===== config.mk =====
export PLATFORM = sky130hd
export DESIGN_NAME = encoder_speed_mode_controller_flat
export DESIGN_NICKNAME = d
export VERILOG_FILES = /design/src/design/esmc_pkg.sv /design/src/design/esmc_if.sv /design/src/design/encoder_speed_mode_controller.sv /design/src/design/esmc_div.sv /design/src/design/esmc_dp.sv /design/src/design/esmc_ctrl.sv /design/src/flat_wrapper.sv
export SDC_FILE = /design/constraint.sdc
export NUM_CORES = 2
export LEC_CHECK = 0
export BUFFER_PORTS_ARGS = -buffer_cell sky130_fd_sc_hd__buf_2
export CAP_MARGIN = 20
export CORE_MARGIN = 2
export CORE_UTILIZATION = 51
export CTS_BUF_LIST = sky130_fd_sc_hd__clkbuf_8
export DETAILED_ROUTE_END_ITERATION = 7
export MAX_ROUTING_LAYER = met4
export PLACE_DENSITY = 0.67
export RECOVER_POWER = 25
export SYNTH_ARGS = -nofsm -noshare
export SYNTH_HDL_FRONTEND = slang
export SYNTH_SLANG_ARGS = --single-unit
export TNS_END_PERCENT = 100

===== constraint.sdc =====
create_clock -name clk -period 24.1 [get_ports clk]
set_clock_uncertainty 0.2 [all_clocks]
set_input_delay 4.82 -clock clk [delete_from_list [all_inputs] [get_ports clk]]
set_output_delay 4.82 -clock clk [all_outputs]
set_load 0.005 [all_outputs]

===== src/design/esmc_pkg.sv =====
`default_nettype none
package esmc_pkg;

	localparam int CNT_W  = 32;
	localparam int PROD_W = 42;
	localparam int DIV_CW = 6;

	localparam logic [2:0] CFG_FPS       = 3'd0;
	localparam logic [2:0] CFG_T_FAST    = 3'd1;
	localparam logic [2:0] CFG_T_SLOW    = 3'd2;
	localparam logic [2:0] CFG_FULL_CAP  = 3'd3;
	localparam logic [2:0] CFG_SPD_INT   = 3'd4;
	localparam logic [2:0] CFG_WARMUP    = 3'd5;
	localparam logic [2:0] CFG_INIT_MODE = 3'd6;

	localparam logic [2:0] RSN_NONE      = 3'd0;
	localparam logic [2:0] RSN_ROSE_CHK  = 3'd1;
	localparam logic [2:0] RSN_FELL_CHK  = 3'd2;
	localparam logic [2:0] RSN_ROSE_CHG  = 3'd3;
	localparam logic [2:0] RSN_FELL_CHG  = 3'd4;
	localparam logic [2:0] RSN_FULL      = 3'd5;
	localparam logic [2:0] RSN_IDLE_SLOW = 3'd6;

	localparam logic [3:0] MODE_MIN = 4'd1;
	localparam logic [3:0] MODE_MAX = 4'd6;

	localparam logic [31:0] MS_PER_S = 32'd1000;

	// ceil(2^38 / 1000): exact floor division by 1000 for any 32-bit value
	localparam logic [28:0] RCP_1000 = 29'd274877907;

	typedef enum logic [3:0] {
		S_IDLE,
		S_RCP1,
		S_RCP2,
		S_RCP3,
		S_RCP4,
		S_BACKLOG,
		S_FAST,
		S_SLOW,
		S_SPEED,
		S_MUL2,
		S_DIV2_GO,
		S_DIV2_WAIT,
		S_DIV2_TAKE,
		S_FINISH
	} state_t;

	typedef struct packed {
		logic load;
		logic rcp1;
		logic rcp2;
		logic rcp3;
		logic rcp4;
		logic backlog;
		logic fast;
		logic slow;
		logic speed;
		logic mul2;
		logic div_go_spd;
		logic take_spd;
		logic finish;
	} cmd_t;

	typedef struct packed {
		logic div_busy;
		logic spd_need;
		logic out_free;
	} sts_t;

	function automatic logic beyond(input logic [CNT_W-1:0] a, input logic [CNT_W-1:0] b,
			input logic [12:0] c);
		logic [CNT_W-1:0] d;
		d = a - b;
		return (a > b) && (d > {{(CNT_W-13){1'b0}}, c});
	endfunction

	function automatic logic [3:0] clamp_mode(input logic signed [5:0] m);
		logic [3:0] r;
		if (m < 6'sd1) begin
			r = MODE_MIN;
		end else if (m > 6'sd6) begin
			r = MODE_MAX;
		end else begin
			r = m[3:0];
		end
		return r;
	endfunction

endpackage
`default_nettype wire


===== src/design/esmc_if.sv =====
`default_nettype none
interface esmc_in_if;
	logic        valid;
	logic        ready;
	logic [31:0] now_ms;
	logic [31:0] frames_done;
	modport source (output valid, output now_ms, output frames_done, input ready);
	modport sink (input valid, input now_ms, input frames_done, output ready);
endinterface

interface esmc_out_if;
	logic               valid;
	logic               ready;
	logic        [3:0]  mode;
	logic signed [31:0] backlog;
	logic        [31:0] speed_milli;
	logic        [2:0]  reason;
	modport source (output valid, output mode, output backlog, output speed_milli,
		output reason, input ready);
	modport sink (input valid, input mode, input backlog, input speed_milli,
		input reason, output ready);
endinterface
`default_nettype wire


===== src/design/encoder_speed_mode_controller.sv =====
// Flow: each frame steps through the reciprocal, backlog, fast, slow, speed
// and finish states; a throughput measurement adds a bit-serial long division.
// Throughput: one frame at a time; the divider and a stalled output both
// hold the next frame off.
// Reset: arst_n clears all history and restores default register values.
`default_nettype none
module encoder_speed_mode_controller
	import esmc_pkg::*;
(
	input  wire logic        clk,
	input  wire logic        arst_n,
	esmc_in_if.sink          in_ch,
	esmc_out_if.source       out_ch,
	input  wire logic        wr_en,
	input  wire logic [2:0]  wr_index,
	input  wire logic [11:0] wr_data
);

	cmd_t        cmd;
	sts_t        sts;
	logic        in_ready;
	logic        o_valid;
	logic [3:0]  o_mode;
	logic [31:0] o_bl, o_spd;
	logic [2:0]  o_rsn;

	esmc_ctrl u_ctrl (
		.clk      (clk),
		.arst_n   (arst_n),
		.in_valid (in_ch.valid),
		.in_ready (in_ready),
		.sts      (sts),
		.cmd      (cmd)
	);

	esmc_dp u_dp (
		.clk            (clk),
		.arst_n         (arst_n),
		.cmd            (cmd),
		.sts            (sts),
		.wr_en          (wr_en),
		.wr_index       (wr_index),
		.wr_data        (wr_data),
		.in_now_ms      (in_ch.now_ms),
		.in_frames_done (in_ch.frames_done),
		.out_valid      (o_valid),
		.out_ready      (out_ch.ready),
		.out_mode       (o_mode),
		.out_backlog    (o_bl),
		.out_speed      (o_spd),
		.out_reason     (o_rsn)
	);

	assign in_ch.ready        = in_ready;
	assign out_ch.valid       = o_valid;
	assign out_ch.mode        = o_mode;
	assign out_ch.backlog     = o_bl;
	assign out_ch.speed_milli = o_spd;
	assign out_ch.reason      = o_rsn;

`ifndef SYNTH
	a_busy_after_accept: assert property (@(posedge clk) disable iff (!arst_n)
		in_ch.valid && in_ready |=> !in_ready)
		else $error("input taken while a frame is in flight");
	a_reason_range: assert property (@(posedge clk) disable iff (!arst_n)
		o_valid |-> o_rsn <= RSN_IDLE_SLOW)
		else $error("reason code out of range");
	a_no_result_on_accept: assert property (@(posedge clk) disable iff (!arst_n)
		in_ch.valid && in_ready && !o_valid |=> !o_valid)
		else $error("result appeared too early");
`endif

endmodule
`default_nettype wire


===== src/design/esmc_div.sv =====
`default_nettype none
module esmc_div
	import esmc_pkg::*;
(
	input  wire logic              clk,
	input  wire logic              arst_n,
	input  wire logic              start,
	input  wire logic [PROD_W-1:0] dividend,
	input  wire logic [31:0]       divisor,
	output logic                   busy,
	output logic [PROD_W-1:0]      quotient
);

	logic [32:0]       rem_q;
	logic [PROD_W-1:0] quo_q;
	logic [31:0]       dvs_q;
	logic [DIV_CW-1:0] cnt_q;
	logic              busy_q;
	logic [32:0]       rem_sh;
	logic              fits;

	assign rem_sh = {rem_q[31:0], quo_q[PROD_W-1]};
	assign fits   = rem_sh >= {1'b0, dvs_q};

	always_ff @(posedge clk or negedge arst_n) begin
		if (!arst_n) begin
			busy_q <= 1'b0;
			cnt_q  <= '0;
		end else if (start) begin
			busy_q <= 1'b1;
			cnt_q  <= DIV_CW'(PROD_W - 1);
		end else if (busy_q) begin
			cnt_q <= cnt_q - 1'b1;
			if (cnt_q == '0) begin
				busy_q <= 1'b0;
			end
		end
	end

	always_ff @(posedge clk) begin
		if (start) begin
			rem_q <= '0;
			quo_q <= dividend;
			dvs_q <= divisor;
		end else if (busy_q) begin
			rem_q <= fits ? (rem_sh - {1'b0, dvs_q}) : rem_sh;
			quo_q <= {quo_q[PROD_W-2:0], fits};
		end
	end

	assign busy     = busy_q;
	assign quotient = quo_q;

endmodule
`default_nettype wire


===== src/design/esmc_dp.sv =====
`default_nettype none
module esmc_dp
	import esmc_pkg::*;
(
	input  wire logic        clk,
	input  wire logic        arst_n,
	input  wire cmd_t        cmd,
	output sts_t             sts,
	input  wire logic        wr_en,
	input  wire logic [2:0]  wr_index,
	input  wire logic [11:0] wr_data,
	input  wire logic [31:0] in_now_ms,
	input  wire logic [31:0] in_frames_done,
	output logic             out_valid,
	input  wire logic        out_ready,
	output logic [3:0]       out_mode,
	output logic [31:0]      out_backlog,
	output logic [31:0]      out_speed,
	output logic [2:0]       out_reason
);

	logic [7:0]  fps_q;
	logic [11:0] t1_q, t2_q, cap_q, spd_int_q, warm_cfg_q;

	logic [CNT_W-1:0] frames_in_q, fast_frame_q, slow_frame_q, spd_frame_q, chg_frame_q;
	logic [31:0] first_time_q, spd_time_q, done_at_chk_q, speed_q;
	logic signed [31:0] bl_chk_q, bl_chg_q;
	logic signed [1:0]  last_delta_q;
	logic [2:0]  last_reason_q, cause_q;
	logic        start_pend_q;
	logic [3:0]  mode_q;

	logic [31:0] now_q, done_q, overall_q, inst_q, numer_q, denom_q;
	logic        warm_q, spd_need_q;
	logic [PROD_W-1:0] prod_q;
	logic signed [31:0] backlog_q;

	logic [22:0] q1000_q;
	logic [9:0]  r1000_q;
	logic [30:0] qfps_q;
	logic [17:0] rfps_q;
	logic [31:0] exp_q;

	logic              out_valid_q;
	logic [3:0]        o_mode_q;
	logic [31:0]       o_bl_q, o_spd_q;
	logic [2:0]        o_rsn_q;

	logic              div_busy;
	logic [PROD_W-1:0] quot;

	esmc_div u_div (
		.clk      (clk),
		.arst_n   (arst_n),
		.start    (cmd.div_go_spd),
		.dividend (prod_q),
		.divisor  (denom_q),
		.busy     (div_busy),
		.quotient (quot)
	);

	logic [31:0] quot_sat;
	assign quot_sat = (quot[PROD_W-1:32] != '0) ? 32'hFFFF_FFFF : quot[31:0];

	// expected = (overall / 1000) * fps + ((overall % 1000) * fps) / 1000
	logic [60:0] q_prod;
	logic [9:0]  q_lo_x1000;
	logic [46:0] y_prod;
	assign q_prod     = {29'd0, overall_q} * {32'd0, RCP_1000};
	assign q_lo_x1000 = q1000_q[9:0] * MS_PER_S[9:0];
	assign y_prod     = {29'd0, rfps_q} * {18'd0, RCP_1000};

	logic signed [33:0] bl_diff;
	logic signed [31:0] bl_sat;
	assign bl_diff = $signed({2'b00, exp_q}) - $signed({2'b00, frames_in_q});
	always_comb begin
		if (bl_diff < -34'sd2147483648) begin
			bl_sat = 32'sh8000_0000;
		end else if (bl_diff > 34'sd2147483647) begin
			bl_sat = 32'sh7FFF_FFFF;
		end else begin
			bl_sat = bl_diff[31:0];
		end
	end

	logic signed [33:0] bl, bchk, bchg, t1s, t3s, fps_s, fps3;
	logic [9:0]  fps_x3;
	logic [15:0] fps_r;
	logic [12:0] fps2, t2x2;
	assign fps_x3 = {2'b00, fps_q} + {1'b0, fps_q, 1'b0};
	assign fps_r  = {8'd0, fps_q} * 16'd171;
	assign fps2   = {4'd0, fps_q, 1'b0};
	assign t2x2   = {t2_q, 1'b0};
	assign bl     = {{2{backlog_q[31]}}, backlog_q};
	assign bchk   = {{2{bl_chk_q[31]}}, bl_chk_q};
	assign bchg   = {{2{bl_chg_q[31]}}, bl_chg_q};
	assign t1s    = {22'd0, t1_q};
	assign fps_s  = {26'd0, fps_q};
	assign fps3   = {27'd0, fps_r[15:9]};
	assign t3s    = ({24'd0, fps_x3} < {22'd0, cap_q}) ? {24'd0, fps_x3} : {22'd0, cap_q};

	logic f_run, f_dn, f_up, f_full, f_dn_chk, f_up_chk;
	logic signed [2:0] f_sum;
	logic signed [1:0] f_delta;
	logic [2:0] f_cause;
	always_comb begin
		f_run    = warm_q && beyond(frames_in_q, fast_frame_q, {1'b0, t1_q});
		f_dn_chk = bchk > bl + t1s;
		f_dn     = (bl < fps_s) && ((last_delta_q >= 2'sd0) ||
			beyond(frames_in_q, chg_frame_q, fps2)) &&
			(f_dn_chk || ((bchg > t1s + bl) && (bl < t1s)));
		f_up_chk = bl > t1s + bchk;
		f_up     = f_up_chk || (bl > t1s + bchg);
		f_full   = (bl > t3s) && ((last_reason_q != RSN_FULL) ||
			beyond(frames_in_q, chg_frame_q, t2x2)) && (bl > bchg);
		f_sum    = $signed({2'b00, f_up}) + $signed({2'b00, f_full}) - $signed({2'b00, f_dn});
		if (f_sum > 3'sd1) begin
			f_delta = 2'sd1;
		end else if (f_sum < -3'sd1) begin
			f_delta = -2'sd1;
		end else begin
			f_delta = f_sum[1:0];
		end
		if (f_full) begin
			f_cause = RSN_FULL;
		end else if (f_up) begin
			f_cause = f_up_chk ? RSN_ROSE_CHK : RSN_ROSE_CHG;
		end else if (f_dn) begin
			f_cause = f_dn_chk ? RSN_FELL_CHK : RSN_FELL_CHG;
		end else begin
			f_cause = RSN_NONE;
		end
	end

	logic s_run, s_dn;
	always_comb begin
		s_run = warm_q && beyond(frames_in_q, slow_frame_q, {1'b0, t2_q});
		s_dn  = beyond(frames_in_q, chg_frame_q, {1'b0, t2_q}) &&
			((last_reason_q != RSN_IDLE_SLOW) || beyond(frames_in_q, chg_frame_q, t2x2)) &&
			((bl - bchg < fps3) || (bl_chg_q == '0)) && (bl < t3s);
	end

	logic sp_take;
	assign sp_take = start_pend_q ||
		(warm_q && beyond(frames_in_q, spd_frame_q, {1'b0, spd_int_q}));

	logic first_frame;
	logic [31:0] first_eff;
	assign first_frame = frames_in_q == '0;
	assign first_eff   = first_frame ? in_now_ms : first_time_q;

	always_ff @(posedge clk or negedge arst_n) begin
		if (!arst_n) begin
			fps_q         <= 8'd30;
			t1_q          <= 12'd60;
			t2_q          <= 12'd180;
			cap_q         <= 12'd120;
			spd_int_q     <= 12'd60;
			warm_cfg_q    <= 12'd100;
			frames_in_q   <= '0;
			first_time_q  <= '0;
			spd_time_q    <= '0;
			done_at_chk_q <= '0;
			fast_frame_q  <= '0;
			slow_frame_q  <= '0;
			spd_frame_q   <= '0;
			chg_frame_q   <= '0;
			bl_chk_q      <= '0;
			bl_chg_q      <= '0;
			last_delta_q  <= '0;
			last_reason_q <= RSN_NONE;
			start_pend_q  <= 1'b0;
			mode_q        <= 4'd4;
			speed_q       <= '0;
			out_valid_q   <= 1'b0;
		end else begin
			if (wr_en) begin
				case (wr_index)
					CFG_FPS:       fps_q      <= wr_data[7:0];
					CFG_T_FAST:    t1_q       <= wr_data;
					CFG_T_SLOW:    t2_q       <= wr_data;
					CFG_FULL_CAP:  cap_q      <= wr_data;
					CFG_SPD_INT:   spd_int_q  <= wr_data;
					CFG_WARMUP:    warm_cfg_q <= wr_data;
					CFG_INIT_MODE: begin
						if (first_frame) begin
							mode_q <= wr_data[3:0];
						end
					end
					default: ;
				endcase
			end
			if (cmd.load) begin
				if (first_frame) begin
					first_time_q <= in_now_ms;
				end else if (frames_in_q == {{(CNT_W-12){1'b0}}, warm_cfg_q}) begin
					start_pend_q <= 1'b1;
				end
			end
			if (cmd.fast && f_run) begin
				mode_q       <= clamp_mode($signed({2'b00, mode_q}) + 6'(f_delta));
				fast_frame_q <= frames_in_q;
				bl_chk_q     <= backlog_q;
				if (f_delta != 2'sd0) begin
					bl_chg_q     <= backlog_q;
					chg_frame_q  <= frames_in_q;
					last_delta_q <= f_delta;
				end
			end
			if (cmd.slow && s_run) begin
				mode_q       <= clamp_mode($signed({2'b00, mode_q}) - 6'(s_dn));
				slow_frame_q <= frames_in_q;
				if (s_dn) begin
					bl_chg_q     <= backlog_q;
					chg_frame_q  <= frames_in_q;
					last_delta_q <= -2'sd1;
				end
			end
			if (cmd.speed && sp_take) begin
				start_pend_q  <= 1'b0;
				spd_frame_q   <= frames_in_q;
				spd_time_q    <= now_q;
				done_at_chk_q <= done_q;
			end
			if (cmd.take_spd) begin
				speed_q <= quot_sat;
			end
			if (cmd.finish) begin
				if (cause_q != RSN_NONE) begin
					last_reason_q <= cause_q;
				end
				frames_in_q <= frames_in_q + 1'b1;
				out_valid_q <= 1'b1;
			end else if (out_ready) begin
				out_valid_q <= 1'b0;
			end
		end
	end

	always_ff @(posedge clk) begin
		if (cmd.load) begin
			now_q     <= in_now_ms;
			done_q    <= in_frames_done;
			overall_q <= in_now_ms - first_eff;
			inst_q    <= in_now_ms - spd_time_q;
			warm_q    <= frames_in_q >= {{(CNT_W-12){1'b0}}, warm_cfg_q};
		end
		if (cmd.rcp1) begin
			q1000_q <= q_prod[60:38];
		end
		if (cmd.rcp2) begin
			r1000_q <= overall_q[9:0] - q_lo_x1000;
			qfps_q  <= {8'd0, q1000_q} * {23'd0, fps_q};
		end
		if (cmd.rcp3) begin
			rfps_q <= {8'd0, r1000_q} * {10'd0, fps_q};
		end
		if (cmd.rcp4) begin
			exp_q <= {1'b0, qfps_q} + {23'd0, y_prod[46:38]};
		end
		if (cmd.mul2) begin
			prod_q <= PROD_W'({10'd0, numer_q} * {32'd0, MS_PER_S[9:0]});
		end
		if (cmd.backlog) begin
			backlog_q <= bl_sat;
		end
		if (cmd.fast) begin
			cause_q <= f_run ? f_cause : RSN_NONE;
		end
		if (cmd.slow && s_run && s_dn) begin
			cause_q <= RSN_IDLE_SLOW;
		end
		if (cmd.speed) begin
			if (sp_take) begin
				if (start_pend_q) begin
					spd_need_q <= overall_q != '0;
					numer_q    <= done_q;
					denom_q    <= overall_q;
				end else begin
					spd_need_q <= inst_q != '0;
					numer_q    <= done_q - done_at_chk_q;
					denom_q    <= inst_q;
				end
			end else begin
				spd_need_q <= !warm_q && (overall_q != '0);
				numer_q    <= done_q;
				denom_q    <= overall_q;
			end
		end
		if (cmd.finish) begin
			o_mode_q <= mode_q;
			o_bl_q   <= backlog_q;
			o_spd_q  <= speed_q;
			o_rsn_q  <= (cause_q != RSN_NONE) ? cause_q : last_reason_q;
		end
	end

	always_comb begin
		sts.div_busy = div_busy;
		sts.spd_need = spd_need_q;
		sts.out_free = !out_valid_q || out_ready;
	end

	assign out_valid   = out_valid_q;
	assign out_mode    = o_mode_q;
	assign out_backlog = o_bl_q;
	assign out_speed   = o_spd_q;
	assign out_reason  = o_rsn_q;

endmodule
`default_nettype wire


===== src/design/esmc_ctrl.sv =====
`default_nettype none
module esmc_ctrl
	import esmc_pkg::*;
(
	input  wire logic clk,
	input  wire logic arst_n,
	input  wire logic in_valid,
	output logic      in_ready,
	input  wire sts_t sts,
	output cmd_t      cmd
);

	state_t state_q, state_d;

	always_ff @(posedge clk or negedge arst_n) begin
		if (!arst_n) begin
			state_q <= S_IDLE;
		end else begin
			state_q <= state_d;
		end
	end

	always_comb begin
		state_d = state_q;
		case (state_q)
			S_IDLE:      if (in_valid) state_d = S_RCP1;
			S_RCP1:      state_d = S_RCP2;
			S_RCP2:      state_d = S_RCP3;
			S_RCP3:      state_d = S_RCP4;
			S_RCP4:      state_d = S_BACKLOG;
			S_BACKLOG:   state_d = S_FAST;
			S_FAST:      state_d = S_SLOW;
			S_SLOW:      state_d = S_SPEED;
			S_SPEED:     state_d = S_MUL2;
			S_MUL2:      state_d = sts.spd_need ? S_DIV2_GO : S_FINISH;
			S_DIV2_GO:   state_d = S_DIV2_WAIT;
			S_DIV2_WAIT: if (!sts.div_busy) state_d = S_DIV2_TAKE;
			S_DIV2_TAKE: state_d = S_FINISH;
			S_FINISH:    if (sts.out_free) state_d = S_IDLE;
			default:     state_d = S_IDLE;
		endcase
	end

	always_comb begin
		cmd        = '0;
		in_ready   = 1'b0;
		case (state_q)
			S_IDLE: begin
				in_ready = 1'b1;
				cmd.load = in_valid;
			end
			S_RCP1:      cmd.rcp1       = 1'b1;
			S_RCP2:      cmd.rcp2       = 1'b1;
			S_RCP3:      cmd.rcp3       = 1'b1;
			S_RCP4:      cmd.rcp4       = 1'b1;
			S_BACKLOG:   cmd.backlog    = 1'b1;
			S_FAST:      cmd.fast       = 1'b1;
			S_SLOW:      cmd.slow       = 1'b1;
			S_SPEED:     cmd.speed      = 1'b1;
			S_MUL2:      cmd.mul2       = sts.spd_need;
			S_DIV2_GO:   cmd.div_go_spd = 1'b1;
			S_DIV2_TAKE: cmd.take_spd   = 1'b1;
			S_FINISH:    cmd.finish     = sts.out_free;
			default: ;
		endcase
	end

endmodule
`default_nettype wire

===== src/flat_wrapper.sv =====
// flat-port wrapper written by rule: the top's interface ports become plain ports
module encoder_speed_mode_controller_flat import esmc_pkg::*;
  (clk, arst_n, wr_en, wr_index, wr_data, in_ch_valid, in_ch_now_ms, in_ch_frames_done, in_ch_ready, out_ch_valid, out_ch_mode, out_ch_backlog, out_ch_speed_milli, out_ch_reason, out_ch_ready);
  esmc_in_if in_ch_i ();
  esmc_out_if out_ch_i ();
  input  wire logic clk;
  input  wire logic arst_n;
  input  wire logic wr_en;
  input  wire logic [2:0] wr_index;
  input  wire logic [11:0] wr_data;
  input wire logic [$bits(in_ch_i.valid)-1:0] in_ch_valid;
  input wire logic [$bits(in_ch_i.now_ms)-1:0] in_ch_now_ms;
  input wire logic [$bits(in_ch_i.frames_done)-1:0] in_ch_frames_done;
  output wire logic [$bits(in_ch_i.ready)-1:0] in_ch_ready;
  output wire logic [$bits(out_ch_i.valid)-1:0] out_ch_valid;
  output wire logic [$bits(out_ch_i.mode)-1:0] out_ch_mode;
  output wire logic [$bits(out_ch_i.backlog)-1:0] out_ch_backlog;
  output wire logic [$bits(out_ch_i.speed_milli)-1:0] out_ch_speed_milli;
  output wire logic [$bits(out_ch_i.reason)-1:0] out_ch_reason;
  input wire logic [$bits(out_ch_i.ready)-1:0] out_ch_ready;
  assign in_ch_i.valid = in_ch_valid;
  assign in_ch_i.now_ms = in_ch_now_ms;
  assign in_ch_i.frames_done = in_ch_frames_done;
  assign in_ch_ready = in_ch_i.ready;
  assign out_ch_valid = out_ch_i.valid;
  assign out_ch_mode = out_ch_i.mode;
  assign out_ch_backlog = out_ch_i.backlog;
  assign out_ch_speed_milli = out_ch_i.speed_milli;
  assign out_ch_reason = out_ch_i.reason;
  assign out_ch_i.ready = out_ch_ready;
  encoder_speed_mode_controller u_core (.clk(clk), .arst_n(arst_n), .in_ch(in_ch_i), .out_ch(out_ch_i), .wr_en(wr_en), .wr_index(wr_index), .wr_data(wr_data));
endmodule

==> flow_summary_export.csv <==
group,metric,value,unit
outcome,outcome,"finished with violations",
outcome,violations,"max-capacitance violations, max-slew violations",
finish,flip_flop_count_of_the_largest_register_after_layout,42,
worst_setup_path,critPathArrivalTime,12.01,ns
global_routing,grt_first_pass_wirelength,437,mm
sta,tightest_pin_transition,5.65,ns
cts,cts-resized-gates,0,
worst_setup_path,critical_path_required_time,24.70,ns
place,buffer_ports.inserted,156,
hold_path,whs_path_cells,0,
yosys,synth_enable_flop_cells,524,
yosys,area_share_of_the_largest_cell_type_after_synthesis,0.181,
sta,totalNegativeSetupSlack,0,ns
sta,rsz_0062_raised_after_global_routing,"false",
die,ioPinCount,157,
route,vias,77100,
hold_path,hp-start,"u_core.u_dp.denom_q[17]",
worst_setup_path,r2r-start,"u_core.u_ctrl.state_q[3]",
sta,peak_clock_frequency_supported_by_timing,87.6,MHz
place,placed_cells_incl_taps,12900,
route,post_drt_wl_per_cell,20.7,µm
cts,ctsHoldBuffers,0,
global_routing,pin_count_of_the_biggest_net_entering_global_routing,179,
power_and_ir_drop,post_route_total_power,10.8,mW
place,dpl_cell_area,0.104,mm²
finish,multi_input_comb_area,0.0661,mm²
yosys,asyncSetResetFlopFracSynth,0.441,
place,gp_congestion,0.970,
cts,worst_setup_hold_path_clk_slew,0.06,ns
die,rows,162,
route,finalWirelength,275,mm
route,detail_route.vias_per_cell,5.82,
finish,nets,12700,
sta,fin_crit_sh,0.474,
finish,nFillCells,17200,
worst_setup_path,crit_type,"register to register",
sta,finalCriticalPeriod,11.42,ns
worst_setup_path,r2r-end,"u_core.u_dp.spd_time_q[23]",
global_routing,grt_util_all_layers,0.285,
yosys,ys_top_cells_by_area,"sky130_fd_sc_hd__ha_1 18%, sky130_fd_sc_hd__edfxtp_1 16%, sky130_fd_sc_hd__fa_1 15%, sky130_fd_sc_hd__dfrtp_1 10%, sky130_fd_sc_hd__inv_1 5.8%",
power_and_ir_drop,power_density,99.6,mW/mm²
finish,seq_area,0.0275,mm²
cts,clockRootBuffer,"sky130_fd_sc_hd__clkbuf_8",
flow_run,max_cap_viol_count,14,
place,dp_hpwl,210,mm
die,die_height,448,µm
yosys,syn_inst,10300,
cts,clock_latency,0.96,ns
cts,number_of_sinks_handled_by_clock_tree_synthesis,1000,
yosys,postSynthRegisterBits,1000,
hold_path,min_path_type,"register to register",
sta,setup_viol_count_final,0,
global_routing,vias_in_the_first_global_route,78300,
power_and_ir_drop,total_leakage_power,51.0,nW
sta,worst_max_slew_margin_expressed_relative_to_the_limit,-2.79,
worst_setup_path,regToRegSetupSlack,12.68,ns
yosys,dominantRegCellSynth,"sky130_fd_sc_hd__edfxtp_1",
yosys,synth_top_cell_by_area,"sky130_fd_sc_hd__ha_1",
yosys,syn_avg_cell_area,9.76,µm²
cts,htree_levels,4,
worst_setup_path,crit_path_end_kind,"register",
route,drcViolationCount,0,
worst_setup_path,r2r_cells,7,
cts,cts_setup_buffers,0,
cts,cts-root-to-sink-buffers,3,
yosys,synth_seq_area_share,0.274,
die,fp.dieArea,0.200,mm²
finish,design_area,0.108,mm²
route,length_of_the_first_detailed_routing_pass_in_iterations,6,
finish,layoutNonFillerInstCount,13200,
yosys,post_synth_num_cell_types,96,
worst_setup_path,start_kind,"register",
cts,cts_tree,"yes",
worst_setup_path,critical_path.max_fanout,178,
sta,final_hold_viol_count,0,
die,start_util,0.514,
cts,cts_buffers,181,
power_and_ir_drop,worst_ir_drop_vdd,0.496,mV
hold_path,hold-path-endpoint,"u_core.u_dp.u_div.dvs_q[17]",
global_routing,antenna_violations_before_repair,7,
yosys,synth-warning-count,0,
sta,report.final.slew_viol_count,727,
finish,area_growth,7.79,%
finish,post_route_cells_drive_above_1_share,0.0735,
global_routing,global_route_overflow,0,
yosys,syn_area,0.100,mm²
die,core_area,0.195,mm²
die,chipWidth,448,µm
route,initialDrtViolationCount,5838,
route,ant_nets,0,
-- final cells by class --
type / count / area share
Tap cell: 2624 / 0.0303
Timing Repair Buffer: 270 / 0.0145
Antenna cell: 7 / 0.000162
Clock buffer: 197 / 0.0251
Inverter: 1546 / 0.0537
Clock inverter: 144 / 0.0114
Multi-Input combinational cell: 7448 / 0.611
Sequential cell: 1000 / 0.254
-- worst max-delay path, cell delays in order (launching register included) --
cell,delay [ns]
sky130_fd_sc_hd__dfrtp_1,0.53
sky130_fd_sc_hd__nor2b_1,0.23
sky130_fd_sc_hd__nand2_1,1.70
sky130_fd_sc_hd__clkinvlp_2,5.77
sky130_fd_sc_hd__buf_4,1.93
sky130_fd_sc_hd__and3_1,0.33
sky130_fd_sc_hd__a221oi_1,0.24
sky130_fd_sc_hd__nand3_1,0.15
-- cell families after synthesis --
group           Yosys count  share of synthesized area
fa+ha+maj              2223                      0.334
mux                     271                     0.0293
xor+xnor                470                     0.0410
other cells               1                  0.0000374
simple gates           2498                      0.122
compound gates         1984                      0.131
buf+inv                1838                     0.0692
flops                  1000                      0.274
-- cells in the mapped netlist (103+ instances only) --
library cell                count
sky130_fd_sc_hd__a21oi_1      531
sky130_fd_sc_hd__and3_1       150
sky130_fd_sc_hd__nor2_1       496
sky130_fd_sc_hd__edfxtp_1     524
sky130_fd_sc_hd__ha_1        1451
sky130_fd_sc_hd__xnor2_1      339
sky130_fd_sc_hd__o2111ai_1    109
sky130_fd_sc_hd__o21ai_0      419
sky130_fd_sc_hd__dfrtp_1      417
sky130_fd_sc_hd__nor3_1       149
sky130_fd_sc_hd__inv_1       1542
sky130_fd_sc_hd__fa_1         765
sky130_fd_sc_hd__nand2_1      684
sky130_fd_sc_hd__nor2b_1      103
sky130_fd_sc_hd__xor2_1       131
sky130_fd_sc_hd__and2_1       136
sky130_fd_sc_hd__clkbuf_1     255
sky130_fd_sc_hd__nand4_1      136
sky130_fd_sc_hd__mux2_2       169
sky130_fd_sc_hd__a21o_1       226
sky130_fd_sc_hd__a221oi_1     108
sky130_fd_sc_hd__nand3_1      342
-- metrics by stage --
stage | utilization | hold slack (ns) | worst slack, ns
global placement | 0.534 | 0.202 | 13.66
floorplan | - | 0.200 | 15.36
CTS | 0.555 | 0.188 | 13.61
finish | 0.554 | 0.205 | 12.68
global route | 0.554 | 0.204 | 12.00
detailed placement | 0.534 | 0.205 | 13.71
-- how the worst max path moves through the flow --
stage,slack [ns],from,depth (start not counted),end
final,12.68,u_core.u_ctrl.state_q[3],7,u_core.u_dp.spd_time_q[23]
after global placement,13.66,u_core.u_dp.fps_q[1],46,u_core.u_dp.mode_q[0]
after floorplan,15.36,in_ch_now_ms[0],17,u_core.u_dp.overall_q[30]
after CTS,13.61,u_core.u_dp.fps_q[1],46,u_core.u_dp.mode_q[2]
after detailed placement,13.71,u_core.u_dp.fps_q[1],46,u_core.u_dp.mode_q[2]
after global routing,12.00,u_core.u_ctrl.state_q[3],7,u_core.u_dp.spd_time_q[23]
-- power by group --
part	switching (mW)	internal, mW
logic	3.94	3.00
registers	0.0502	2.01
clock network	0.810	0.962
total	4.80	5.97
-- routing by layer --
metal | up-vias | global-route usage | wire length, µm
met5 | - | - | 0
met4 | 0 | 0.0898 | 9140
met3 | 502 | 0.0376 | 16000
met2 | 2347 | 0.459 | 130000
met1 | 38000 | 0.373 | 119000
li1 | 36200 | - | -
-- cells in the final DEF, fill, tap and decap left out, types with 87 or more instances in the layout --
master / n
sky130_fd_sc_hd__ha_1: 1451
sky130_fd_sc_hd__o2111ai_1: 109
sky130_fd_sc_hd__nand2b_1: 90
sky130_fd_sc_hd__xor2_1: 131
sky130_fd_sc_hd__nor2b_1: 103
sky130_fd_sc_hd__a21o_1: 226
sky130_fd_sc_hd__edfxtp_1: 524
sky130_fd_sc_hd__and3_1: 149
sky130_fd_sc_hd__buf_4: 87
sky130_fd_sc_hd__inv_1: 1589
sky130_fd_sc_hd__o21a_1: 95
sky130_fd_sc_hd__dfrtp_1: 416
sky130_fd_sc_hd__nor2_1: 494
sky130_fd_sc_hd__a221oi_1: 108
sky130_fd_sc_hd__nand4_1: 136
sky130_fd_sc_hd__fa_1: 765
sky130_fd_sc_hd__nand3_1: 342
sky130_fd_sc_hd__nand2_1: 684
sky130_fd_sc_hd__o21ai_0: 419
sky130_fd_sc_hd__and2_1: 129
sky130_fd_sc_hd__xnor2_1: 339
sky130_fd_sc_hd__a21oi_1: 531
sky130_fd_sc_hd__mux2i_1: 91
sky130_fd_sc_hd__nor3_1: 147
sky130_fd_sc_hd__mux2_2: 168
sky130_fd_sc_hd__clkbuf_8: 197
sky130_fd_sc_hd__buf_2: 156
Note: power is estimated with default switching activity, not from simulation.
